==> src/sv/assert_macros.svh <==
// assertion macros for the rtl files of the shortest distance block
// depends on nothing; included by files that carry concurrent assertions
`ifndef ASSERT_MACROS_SVH
`define ASSERT_MACROS_SVH

// property must hold in the same cycle as the trigger
`define ASSERT_SAME(lbl, clk, rstn, trig, prop) \
    lbl: assert property (@(posedge clk) disable iff (!rstn) (trig) |-> (prop)) \
        else $error("assertion failed in dgsd");

// property must hold in the cycle after the trigger
`define ASSERT_NEXT(lbl, clk, rstn, trig, prop) \
    lbl: assert property (@(posedge clk) disable iff (!rstn) (trig) |=> (prop)) \
        else $error("assertion failed in dgsd");

`endif

==> src/sv/dgsd_pkg.sv <==
// shared types and constants for the dense graph shortest distance block
// no dependencies; imported by controller, datapath and top level
package dgsd_pkg;

    localparam int MAX_NODES    = 16;
    localparam int WEIGHT_BITS  = 8;
    localparam int RESULT_LIMIT = 16;
    localparam int N_LIMIT      = (MAX_NODES < RESULT_LIMIT) ? MAX_NODES : RESULT_LIMIT;
    localparam int NODE_BITS    = $clog2(MAX_NODES);
    localparam int CNT_BITS     = NODE_BITS + 1;
    localparam int CFG_BITS     = 5;
    localparam int MAT_DEPTH    = MAX_NODES * MAX_NODES;
    localparam int MAT_ABITS    = $clog2(MAT_DEPTH);
    localparam int DIST_BITS    = 12;

    // bit DIST_BITS set marks an unreached node
    localparam logic [DIST_BITS:0]   DIST_INF = {1'b1, {DIST_BITS{1'b0}}};
    localparam logic [DIST_BITS-1:0] DIST_MAX = {DIST_BITS{1'b1}};

    typedef enum logic {
        OP_WRITE   = 1'b0,
        OP_COMPUTE = 1'b1
    } opcode_t;

    typedef struct packed {
        opcode_t    opcode;
        logic [3:0] row_node;
        logic [3:0] col_node;
        logic [7:0] edge_weight;
        logic [3:0] source_node;
    } in_item_t;

    typedef struct packed {
        logic [3:0]           node_index;
        logic [DIST_BITS-1:0] distance;
        logic                 reachable;
        logic                 last;
    } out_item_t;

    typedef struct packed {
        logic                 weight_wr;
        logic                 init;
        logic                 seed;
        logic                 pick;
        logic                 relax_issue;
        logic                 emit_load;
        logic                 emit_last;
        logic [NODE_BITS-1:0] idx;
    } dgsd_cmd_t;

    typedef struct packed {
        logic cand_found;
    } dgsd_status_t;

endpackage

==> src/sv/dgsd_datapath.sv <==
// datapath: weight matrix memory, distance and visited registers, relax and min tracking
// depends on dgsd_pkg; driven by dgsd_ctrl commands
module dgsd_datapath
    import dgsd_pkg::*;
(
    input  logic         clk,
    input  logic         rst_n,
    input  in_item_t     req_data,
    input  dgsd_cmd_t    cmd,
    output dgsd_status_t status,
    output out_item_t    rsp_data
);

    logic [WEIGHT_BITS-1:0] mem [MAT_DEPTH];
    logic [MAT_DEPTH-1:0]   wvalid_reg;
    logic [WEIGHT_BITS-1:0] rd_reg;
    logic                   rdv_reg;

    logic                   rel_v_reg;
    logic [NODE_BITS-1:0]   rel_k_reg;

    logic [DIST_BITS:0]     dist_reg [MAX_NODES];
    logic [MAX_NODES-1:0]   visited_reg;
    logic [NODE_BITS-1:0]   best_reg;
    logic [DIST_BITS-1:0]   best_d_reg;
    logic [DIST_BITS:0]     cand_d_reg;
    logic [NODE_BITS-1:0]   cand_idx_reg;
    out_item_t              out_reg;

    logic [MAT_ABITS-1:0]   wr_addr;
    logic [MAT_ABITS-1:0]   rd_addr;
    logic [NODE_BITS-1:0]   src_idx;
    logic [NODE_BITS-1:0]   rd_k;
    logic [DIST_BITS:0]     d_cur;
    logic                   vis_cur;
    logic [WEIGHT_BITS-1:0] w_cur;
    logic [DIST_BITS:0]     sum_raw;
    logic [DIST_BITS:0]     sum_sat;
    logic                   upd;
    logic [DIST_BITS:0]     new_d;
    logic                   better;

    assign wr_addr = MAT_ABITS'(req_data.row_node) * MAT_ABITS'(MAX_NODES)
                   + MAT_ABITS'(req_data.col_node);
    assign rd_addr = MAT_ABITS'(best_reg) * MAT_ABITS'(MAX_NODES) + MAT_ABITS'(cmd.idx);
    assign src_idx = NODE_BITS'(req_data.source_node);

    // matrix storage, never-written entries read as no edge
    always_ff @(posedge clk)
    begin
        if (cmd.weight_wr)
        begin
            mem[wr_addr] <= req_data.edge_weight[WEIGHT_BITS-1:0];
        end
        rd_reg  <= mem[rd_addr];
        rdv_reg <= wvalid_reg[rd_addr];
    end

    always_ff @(posedge clk or negedge rst_n)
    begin
        if (!rst_n)
        begin
            wvalid_reg <= '0;
        end
        else if (cmd.weight_wr)
        begin
            wvalid_reg[wr_addr] <= 1'b1;
        end
    end

    // one shared read port on the distance registers: relax or emit
    assign rd_k    = cmd.emit_load ? cmd.idx : rel_k_reg;
    assign d_cur   = dist_reg[rd_k];
    assign vis_cur = visited_reg[rel_k_reg];
    assign w_cur   = rdv_reg ? rd_reg : '0;
    assign sum_raw = {1'b0, best_d_reg} + (DIST_BITS+1)'(w_cur);
    assign sum_sat = sum_raw[DIST_BITS] ? {1'b0, DIST_MAX} : sum_raw;
    assign upd     = (w_cur != '0) && !vis_cur && (sum_sat < d_cur);
    assign new_d   = upd ? sum_sat : d_cur;
    assign better  = rel_v_reg && !vis_cur && (new_d < cand_d_reg);

    always_ff @(posedge clk or negedge rst_n)
    begin
        if (!rst_n)
        begin
            rel_v_reg   <= 1'b0;
            visited_reg <= '0;
            cand_d_reg  <= DIST_INF;
        end
        else
        begin
            rel_v_reg <= cmd.relax_issue;
            if (cmd.init)
            begin
                visited_reg <= '0;
                cand_d_reg  <= cmd.seed ? '0 : DIST_INF;
            end
            else if (cmd.pick)
            begin
                visited_reg[cand_idx_reg] <= 1'b1;
                cand_d_reg                <= DIST_INF;
            end
            else if (better)
            begin
                cand_d_reg <= new_d;
            end
        end
    end

    always_ff @(posedge clk)
    begin
        rel_k_reg <= cmd.idx;
        if (cmd.init)
        begin
            cand_idx_reg <= src_idx;
            for (int i = 0; i < MAX_NODES; i++)
            begin
                dist_reg[i] <= (cmd.seed && (src_idx == NODE_BITS'(i))) ? '0 : DIST_INF;
            end
        end
        else
        begin
            if (cmd.pick)
            begin
                best_reg   <= cand_idx_reg;
                best_d_reg <= cand_d_reg[DIST_BITS-1:0];
            end
            else if (better)
            begin
                cand_idx_reg <= rel_k_reg;
            end
            if (rel_v_reg && upd)
            begin
                dist_reg[rel_k_reg] <= sum_sat;
            end
        end
        if (cmd.emit_load)
        begin
            out_reg.node_index <= 4'(cmd.idx);
            out_reg.distance   <= d_cur[DIST_BITS] ? '0 : d_cur[DIST_BITS-1:0];
            out_reg.reachable  <= !d_cur[DIST_BITS];
            out_reg.last       <= cmd.emit_last;
        end
    end

    assign status.cand_found = !cand_d_reg[DIST_BITS];
    assign rsp_data          = out_reg;

endmodule

==> src/sv/dgsd_ctrl.sv <==
// controller: node count register, pass sequencing and result handshake
// depends on dgsd_pkg; commands dgsd_datapath
module dgsd_ctrl
    import dgsd_pkg::*;
(
    input  logic                clk,
    input  logic                rst_n,
    input  logic                req_valid,
    output logic                req_ready,
    input  in_item_t            req_data,
    input  logic                cfg_valid,
    output logic                cfg_ready,
    input  logic [CFG_BITS-1:0] cfg_data,
    output logic                rsp_valid,
    input  logic                rsp_ready,
    input  dgsd_status_t        status,
    output dgsd_cmd_t           cmd
);

    typedef enum logic [4:0] {
        S_IDLE  = 5'b00001,
        S_PICK  = 5'b00010,
        S_RELAX = 5'b00100,
        S_DRAIN = 5'b01000,
        S_EMIT  = 5'b10000
    } state_t;

    state_t               state_reg, state_next;
    logic [CFG_BITS-1:0]  node_count_reg;
    logic [NODE_BITS-1:0] k_reg, k_next;
    logic                 rsp_valid_reg, rsp_valid_next;
    logic [CNT_BITS-1:0]  n_eff;
    logic                 k_last;
    logic                 accept;
    logic                 slot_free;

    always_comb
    begin
        if (node_count_reg == '0)
        begin
            n_eff = CNT_BITS'(1);
        end
        else if (node_count_reg > CFG_BITS'(N_LIMIT))
        begin
            n_eff = CNT_BITS'(N_LIMIT);
        end
        else
        begin
            n_eff = CNT_BITS'(node_count_reg);
        end
    end

    assign accept    = req_valid && req_ready;
    assign req_ready = (state_reg == S_IDLE);
    assign cfg_ready = 1'b1;
    assign k_last    = (CNT_BITS'(k_reg) == (n_eff - CNT_BITS'(1)));
    assign slot_free = !rsp_valid_reg || rsp_ready;
    assign rsp_valid = rsp_valid_reg;

    always_comb
    begin
        state_next     = state_reg;
        k_next         = k_reg;
        rsp_valid_next = rsp_ready ? 1'b0 : rsp_valid_reg;
        cmd            = '0;
        cmd.idx        = k_reg;
        cmd.seed       = CNT_BITS'(req_data.source_node) < n_eff;
        case (state_reg)
            S_IDLE:
            begin
                if (accept)
                begin
                    if (req_data.opcode == OP_COMPUTE)
                    begin
                        cmd.init   = 1'b1;
                        state_next = S_PICK;
                    end
                    else
                    begin
                        cmd.weight_wr = (CNT_BITS'(req_data.row_node) < n_eff)
                                     && (CNT_BITS'(req_data.col_node) < n_eff);
                    end
                end
            end
            S_PICK:
            begin
                k_next = '0;
                if (status.cand_found)
                begin
                    cmd.pick   = 1'b1;
                    state_next = S_RELAX;
                end
                else
                begin
                    state_next = S_EMIT;
                end
            end
            S_RELAX:
            begin
                // matrix read issued here, relax happens in the next cycle
                cmd.relax_issue = 1'b1;
                if (k_last)
                begin
                    state_next = S_DRAIN;
                end
                else
                begin
                    k_next = k_reg + NODE_BITS'(1);
                end
            end
            S_DRAIN:
            begin
                state_next = S_PICK;
            end
            S_EMIT:
            begin
                if (slot_free)
                begin
                    cmd.emit_load  = 1'b1;
                    cmd.emit_last  = k_last;
                    rsp_valid_next = 1'b1;
                    if (k_last)
                    begin
                        state_next = S_IDLE;
                    end
                    else
                    begin
                        k_next = k_reg + NODE_BITS'(1);
                    end
                end
            end
            default:
            begin
                state_next = S_IDLE;
            end
        endcase
    end

    always_ff @(posedge clk or negedge rst_n)
    begin
        if (!rst_n)
        begin
            state_reg      <= S_IDLE;
            k_reg          <= '0;
            rsp_valid_reg  <= 1'b0;
            node_count_reg <= CFG_BITS'(16);
        end
        else
        begin
            state_reg     <= state_next;
            k_reg         <= k_next;
            rsp_valid_reg <= rsp_valid_next;
            if (cfg_valid && cfg_ready)
            begin
                node_count_reg <= cfg_data;
            end
        end
    end

endmodule

==> src/sv/dense_graph_shortest_distances.sv <==
// shortest distances over a dense weight matrix, array-based dijkstra
// write transactions are taken back to back while idle. a compute transaction with n nodes
// in use settles up to n nodes, each by a pick, a relax pass of one matrix read per cycle
// and a drain, then gives n results at one per cycle under no backpressure
// reset clears the whole matrix at once (per-entry valid flags) and sets node_count to 16
`include "assert_macros.svh"

module dense_graph_shortest_distances
    import dgsd_pkg::*;
(
    input  logic                clk,
    input  logic                rst_n,
    input  logic                req_valid,
    output logic                req_ready,
    input  in_item_t            req_data,
    output logic                rsp_valid,
    input  logic                rsp_ready,
    output out_item_t           rsp_data,
    input  logic                cfg_valid,
    output logic                cfg_ready,
    input  logic [CFG_BITS-1:0] cfg_data
);

    dgsd_cmd_t    cmd;
    dgsd_status_t status;

    dgsd_ctrl u_ctrl (
        .clk       (clk),
        .rst_n     (rst_n),
        .req_valid (req_valid),
        .req_ready (req_ready),
        .req_data  (req_data),
        .cfg_valid (cfg_valid),
        .cfg_ready (cfg_ready),
        .cfg_data  (cfg_data),
        .rsp_valid (rsp_valid),
        .rsp_ready (rsp_ready),
        .status    (status),
        .cmd       (cmd)
    );

    dgsd_datapath u_datapath (
        .clk      (clk),
        .rst_n    (rst_n),
        .req_data (req_data),
        .cmd      (cmd),
        .status   (status),
        .rsp_data (rsp_data)
    );

    // a result waiting on the output is never overwritten
    `ASSERT_SAME(a_no_overwrite, clk, rst_n, cmd.emit_load, !rsp_valid || rsp_ready)
    // only one datapath operation per cycle
    `ASSERT_SAME(a_cmd_exclusive, clk, rst_n, 1'b1,
        $onehot0({cmd.weight_wr, cmd.init, cmd.pick, cmd.relax_issue, cmd.emit_load}))
    // a node is settled only when one was found
    `ASSERT_SAME(a_pick_found, clk, rst_n, cmd.pick, status.cand_found)
    // loading a result always presents it next cycle
    `ASSERT_NEXT(a_emit_shows, clk, rst_n, cmd.emit_load, rsp_valid)

endmodule

==> config.mk <==
export PLATFORM = sky130hd
export DESIGN_NAME = dense_graph_shortest_distances
export DESIGN_NICKNAME = d
export VERILOG_FILES = /design/src/sv/dgsd_pkg.sv /design/src/sv/dgsd_datapath.sv /design/src/sv/dgsd_ctrl.sv /design/src/sv/dense_graph_shortest_distances.sv
export VERILOG_INCLUDE_DIRS = /design/src /design/src/sv
export SDC_FILE = /design/constraint.sdc
export NUM_CORES = 2
export LEC_CHECK = 0
export BUFFER_PORTS_ARGS = -buffer_cell sky130_fd_sc_hd__buf_2
export CORE_MARGIN = 4
export CORE_UTILIZATION = 50
export DETAILED_ROUTE_END_ITERATION = 12
export GPL_TIMING_DRIVEN = 0
export HOLD_SLACK_MARGIN = 0.08
export PLACE_DENSITY = 0.69
export SLEW_MARGIN = 5
export SYNTH_ARGS = -nofsm -noshare
export SYNTH_HDL_FRONTEND = slang
export SYNTH_HIERARCHICAL = 1
export SYNTH_SLANG_ARGS = --single-unit
==> constraint.sdc <==
create_clock -name clk -period 7.7 [get_ports clk]
set_input_delay 1.54 -clock clk [delete_from_list [all_inputs] [get_ports clk]]
set_output_delay 1.54 -clock clk [all_outputs]
set_load 0.05 [all_outputs]
== Yosys cells after proc, flatten, opt, wreduce, memory -nomap -nowiden ==
Memory sizes are Yosys's and may differ from the RTL's. A register that Yosys moved wholly into a read port is not among the register bits.
Index checks and enable logic that the tools add are counted.

* Add/sub/neg operators: 5
* Magnitude comparators: 12
* Equal/unequal tests: 27
* Multiplexer cells: 71
* Bitwise gates (word level): 3
* Reductions and logical operators: 42

{| class="wikitable"
|+ Operator list
! cell !! number
|-
| two-way mux 13 bit || 22
|-
| OR 256 bit || 1
|-
| two-way mux 5 bit || 8
|-
| equality test 4 bit (second input constant) || 8
|-
| two-way mux 16 bit || 2
|-
| two-way mux 4 bit || 7
|-
| less-than comparator 13 bit || 2
|-
| logical AND 1 bit || 25
|-
| case mux 5 bit (5 select lines) || 1
|-
| two-way mux 1 bit || 20
|-
| less-than comparator 8 x 9 -> 1 bit (second input constant) || 2
|-
| adder 8 x 4 -> 8 bit || 2
|-
| equality test 4 x 3 -> 1 bit (second input constant) || 4
|-
| OR 16 bit || 1
|-
| less-than comparator 4 x 5 -> 1 bit || 3
|-
| adder 12 x 8 -> 13 bit || 1
|-
| OR reduction 13 bit || 1
|-
| two-way mux 12 bit || 1
|-
| case mux 4 bit (3 select lines) || 1
|-
| less-than comparator 4 x 5 -> 1 bit (second input constant) || 2
|-
| binary-select mux 1 bit (select 8 bit) || 1
|-
| demux 1 bit (select 8 bit) || 1
|-
| equality test 4 x 2 -> 1 bit (second input constant) || 2
|-
| >= comparator 8 x 1 -> 1 bit (second input constant) || 1
|-
| other kinds (27) || 41
|}

* Flip-flop bits (word level): 344
* Bits in writable memories: 2,256
* Input port bits: 31
* Output and inout bits: 21
* Logic and storage cells: 179
* Memories kept: 2

{| class="wikitable"
|+ Memories
! name !! depth !! width !! read ports !! clocked after memory_dff !! write ports !! line !! text
|-
| u_datapath.mem || 256 || 8 || 1 || 1 || 1 || dgsd_datapath.sv:14 || <nowiki>logic [WEIGHT_BITS-1:0] mem [MAT_DEPTH];</nowiki>
|-
| u_datapath.dist_reg || 16 || 13 || 1 || 0 || 16 || dgsd_datapath.sv:22 || <nowiki>logic [DIST_BITS:0] dist_reg [MAX_NODES];</nowiki>
|}

== Longest topological paths before layout ==
An unclocked memory read counts as a cell.

* Depth in word-level cells: 17
* Mapped depth: 33
* Mapped depth without buffers: 27

== By module ==
Netlist, hierarchy kept.

{| class="wikitable"
|+ By module, submodules not included
! module !! instances !! cells an instance !! area an instance (um^2) !! sequential area each (um^2)
|-
| dgsd_datapath || 1 || 4,905 || 102,374.4 || 76,144.3
|-
| dgsd_ctrl || 1 || 120 || 1,118.6 || 377.9
|}

== Worst setup path before layout ==
OpenSTA, ideal clock, no wires.

* Kind: input to register
* From: input port rsp_ready
* To: register u_datapath.cand_idx_reg[0], enable pin
* Library setup time: 0.305 ns
* Arrival time: 8.169 ns
* Required time: 7.395 ns
* Setup slack: -0.774 ns
* Stages on the path: 28
* Path buffers: 6
* Cell sequence: nor2b_1 > nor2_1 > buf_4 > mux2_2 > clkbuf_1 > buf_2 > mux4_2 > mux2_2 > o21ai_0 > ha_1 > a21oi_1 > o21ai_0 > or3_1 > o2111a_1 > clkbuf_1 > nor2_1 > buf_2 > a21boi_0 > ha_1 > a21o_1 > a21o_1 > a21o_1 > a21o_1 > a211oi_1 > o21a_1 > and3_1 > buf_6 > a21o_1

{| class="wikitable"
|+ RTL lines
! element !! line !! text
|-
| start, declared || dense_graph_shortest_distances.sv:17 || <nowiki>input logic rsp_ready,</nowiki>
|-
| end signal, assigned || dgsd_datapath.sv:115 || <nowiki>cand_idx_reg <= src_idx;</nowiki>
|-
| end signal, assigned || dgsd_datapath.sv:130 || <nowiki>cand_idx_reg <= rel_k_reg;</nowiki>
|-
| end, declared || dgsd_datapath.sv:27 || <nowiki>logic [NODE_BITS-1:0] cand_idx_reg;</nowiki>
|}

==> impl_metrics.py <==
metrics = {
    "floorplan": {
        "initial_core_util_pct": 50.4,
        "die_height_um": 463,
        "dieArea_mm2": 0.214,
        "fp.coreArea_mm2": 0.205,
        "pin_count": 52,
        "fp.dieW_um": 463,
        "fp-row-count": 166,
    },
    "critical_path": {
        "critPathBufInv": 7,
        "rr_endpoint": "u_datapath/cand_idx_reg[0]",
        "cpPeakStageDelay_ns": 0.53,
        "cp-end-kind": "register",
        "critPathRequiredTime_ns": 8.28,
        "crit_family": "compound AO/OA/AOI/OAI gates",
        "rrSetupSlack_ns": 0.41,
        "r2r_start": "u_ctrl/state_reg[2]",
        "arrival_ns": 7.88,
        "worst_r2r_path_depth": 29,
        "crit_slowest_cell": "mux4_2",
        "worstSetupStartpointType": "input pin",
        "crit_top_cell": "a21o_1",
        "path_class": "input pin to register",
        "crit_fanout": 10,
    },
    "logic_synthesis": {
        "synth_seq_cells": 2608,
        "synth_top_area_cell": "edfxtp_1",
        "synthFlopType": "edfxtp_1",
        "synth_async_sr_flop_share_pct": 11.5,
        "synth_nets": 5099,
        "synth_top_area_share_pct": 66.1,
        "yosys_warnings": 6,
        "synthCells": 5025,
        "synth_edf_count": 2278,
        "synth.avg_cell_area_um2": 20.6,
        "ys_types": 71,
        "ys_seq_area_share_pct": 73.9,
        "synthTopCellsByArea": "edfxtp_1 (66%), mux4_2 (18%), dfrtp_1 (7.2%)",
        "synth_area_mm2": 0.103,
    },
    "routing": {
        "drt-total-wl_mm": 265,
        "drc": 0,
        "wl_per_cell_um": 32.0,
        "vias": 52600,
        "dr.first_iter.drc_count": 6859,
        "final_antenna_net_count": 0,
        "first_pass_iters": 6,
        "vias_per_cell": 6.36,
    },
    "worst_hold_path": {
        "min_to": "u_datapath/best_d_reg[9]",
        "holdPathStages": 0,
        "hp-class": "register to register",
        "worstHoldStart": "u_datapath/cand_d_reg[9]",
    },
    "grt": {
        "grt_usage_pct": 24.7,
        "met1_usage_pct": 35.1,
        "grt_pass1_wl_mm": 383,
        "grt_pass1_vias": 52700,
        "grt_overflow": 0,
        "grt_antenna_before_repair": 25,
        "grt_use_met2_pct": 38.3,
        "grt-busiest-layer": "met2",
        "grt_max_degree": 145,
        "met3_usage_pct": 6.40,
    },
    "timing": {
        "setup_viol": 0,
        "max_freq_mhz": 137,
        "fin_crit_ns": 7.30,
        "tightest_slew_ns": 1.47,
        "layout_setup_ws_ns": 0.402,
        "slew_headroom_pct": 1.99,
        "finalHoldViolCount": 0,
        "rsz0062_at_grt": "false",
        "period_share_pct": 94.8,
        "clock_skew_ns": 0.0423,
        "drv_slew": 0,
    },
    "finish": {
        "final_cell_mix": "edfxtp_1 (2278), mux4_2 (819), nor2_1 (484)",
        "final_net_count": 5445,
        "largest_register_ffs": 2048,
        "drive_gt1_share_pct": 29.6,
        "final_common_cell": "edfxtp_1",
        "syn2layout_area_growth_pct": 12.6,
        "finalInstanceArea_mm2": 0.116,
    },
    "cts": {
        "cts_buffers": 278,
        "htreeDepth": 5,
        "clk_latency_ns": 0.90,
        "cts_root_buf": "clkbuf_16",
        "clkTransAtPathRegs_ns": 0.06,
        "hold_buffers": 0,
        "clockBufferDepth": 4,
        "cts_tree": "yes",
        "cts.sinks": 2608,
    },
    "placed_design": {
        "hpwl_mm": 173,
        "placedInstanceArea_mm2": 0.108,
        "post-place-ws_ns": -1.71,
        "place.gp.congestion": 0.882,
        "portBuffers": 50,
    },
    "power": {
        "power.density_mw_per_mm2": 334,
        "p_leak_nw": 38.8,
        "peakVddDrop_mv": 0.239,
    },
    "outcome": {
        "status": "completed",
    },
    "flow_run": {
        "maxCapViolCount": 0,
    },
}
cell usage after synthesis, drive strengths merged, types with 3 or more instances:
library cell / instances
dfstp: 3
clkbuf: 194
mux2i: 35
nor2: 489
or3: 16
nand3: 38
xnor2: 8
nand2: 75
nor2b: 16
mux4: 819
buf: 90
a21boi: 10
nand3b: 7
nand4: 16
nand2b: 27
dfrtp: 298
a21oi: 24
inv: 53
o21a: 5
o22ai: 18
or4: 6
nor4: 4
ha: 42
a21o: 14
or2: 261
o221a: 8
a31o: 4
nor3: 11
edfxtp: 2278
o211a: 7
mux2: 23
o21ai: 38
a211oi: 3
o2bb2ai: 3
and2: 10
o211ai: 16
dfxtp: 29
power breakdown:
part	switching [mW]	internal (mW)
Sequential	0.204	15.8
Combinational	5.68	4.36
Clock	5.25	7.57
Total	11.1	27.7
stage by stage:
stage	util, %	hold WS [ns]	cells	power [mW]	TNS [ns]
2_1_floorplan	-	0.425	5025	22.6	0
3_3_place_gp	52.2	0.436	7763	26.1	-549.36
3_5_place_dp	52.4	0.435	7777	26.2	-125.95
4_1_cts	56.7	0.450	8262	39.0	0
6_report	56.8	0.458	8268	38.9	0
5_1_grt	56.8	0.453	8263	40.2	0
how the worst max path moves through the flow:
stage / endpoint / slack, ns / startpoint / cells past startpoint
final: u_datapath/cand_idx_reg[0] / 0.40 / rsp_ready / 29
after global routing: u_datapath/cand_idx_reg[0] / 0.02 / u_datapath/rdv_reg / 28
after CTS: u_datapath/cand_idx_reg[3] / 0.03 / u_datapath/rdv_reg / 30
after detailed placement: u_datapath/cand_idx_reg[1] / -1.71 / rsp_ready / 30
after global placement: u_datapath/wvalid_reg[62] / -1.59 / rst_n / 1
after floorplan: u_datapath/cand_idx_reg[0] / 0.04 / rsp_ready / 28
layout make-up:
type / count / area (um2)
tap: 2688 / 3360
timing repair buffer: 68 / 743
clock buffer: 391 / 7780
sequential: 2608 / 76500
inverter: 53 / 199
fill: 14900 / 88700
antenna: 6 / 15.0
multi-input combinational: 2079 / 25700
buffer: 283 / 1250
clock inverter: 92 / 875
layer usage:
layer  vias to the layer above  part of all wire, %
li1                      21000                    -
met1                     28300                   38
met2                      2791                   48
met3                       467                   11
met4                        14                  3.2
met5                         -                0.036
cells by family (layout without fill, tap and decap cells):
logic type,count (synthesis),count (layout),share of synthesized area (%)
adder cells (fa/ha/maj),43,43,0.527
other,1,7,0.00362
multiplexers,877,877,18.4
XOR/XNOR,10,10,0.0846
buffers and inverters,338,887,1.32
AO/OA/AOI/OAI,165,165,1.13
flip-flops,2608,2608,73.9
AND/OR/NAND/NOR,983,983,4.58
timing repair:
item	CTS	global route
gates cloned	0	0
setup buffers	2	2
gates resized for setup	28	39
setup endpoints to repair	18	17
endpoints found under the hold margin	0	0
pin swaps	1	0
No activity file was read; power rests on OpenSTA's default activity.
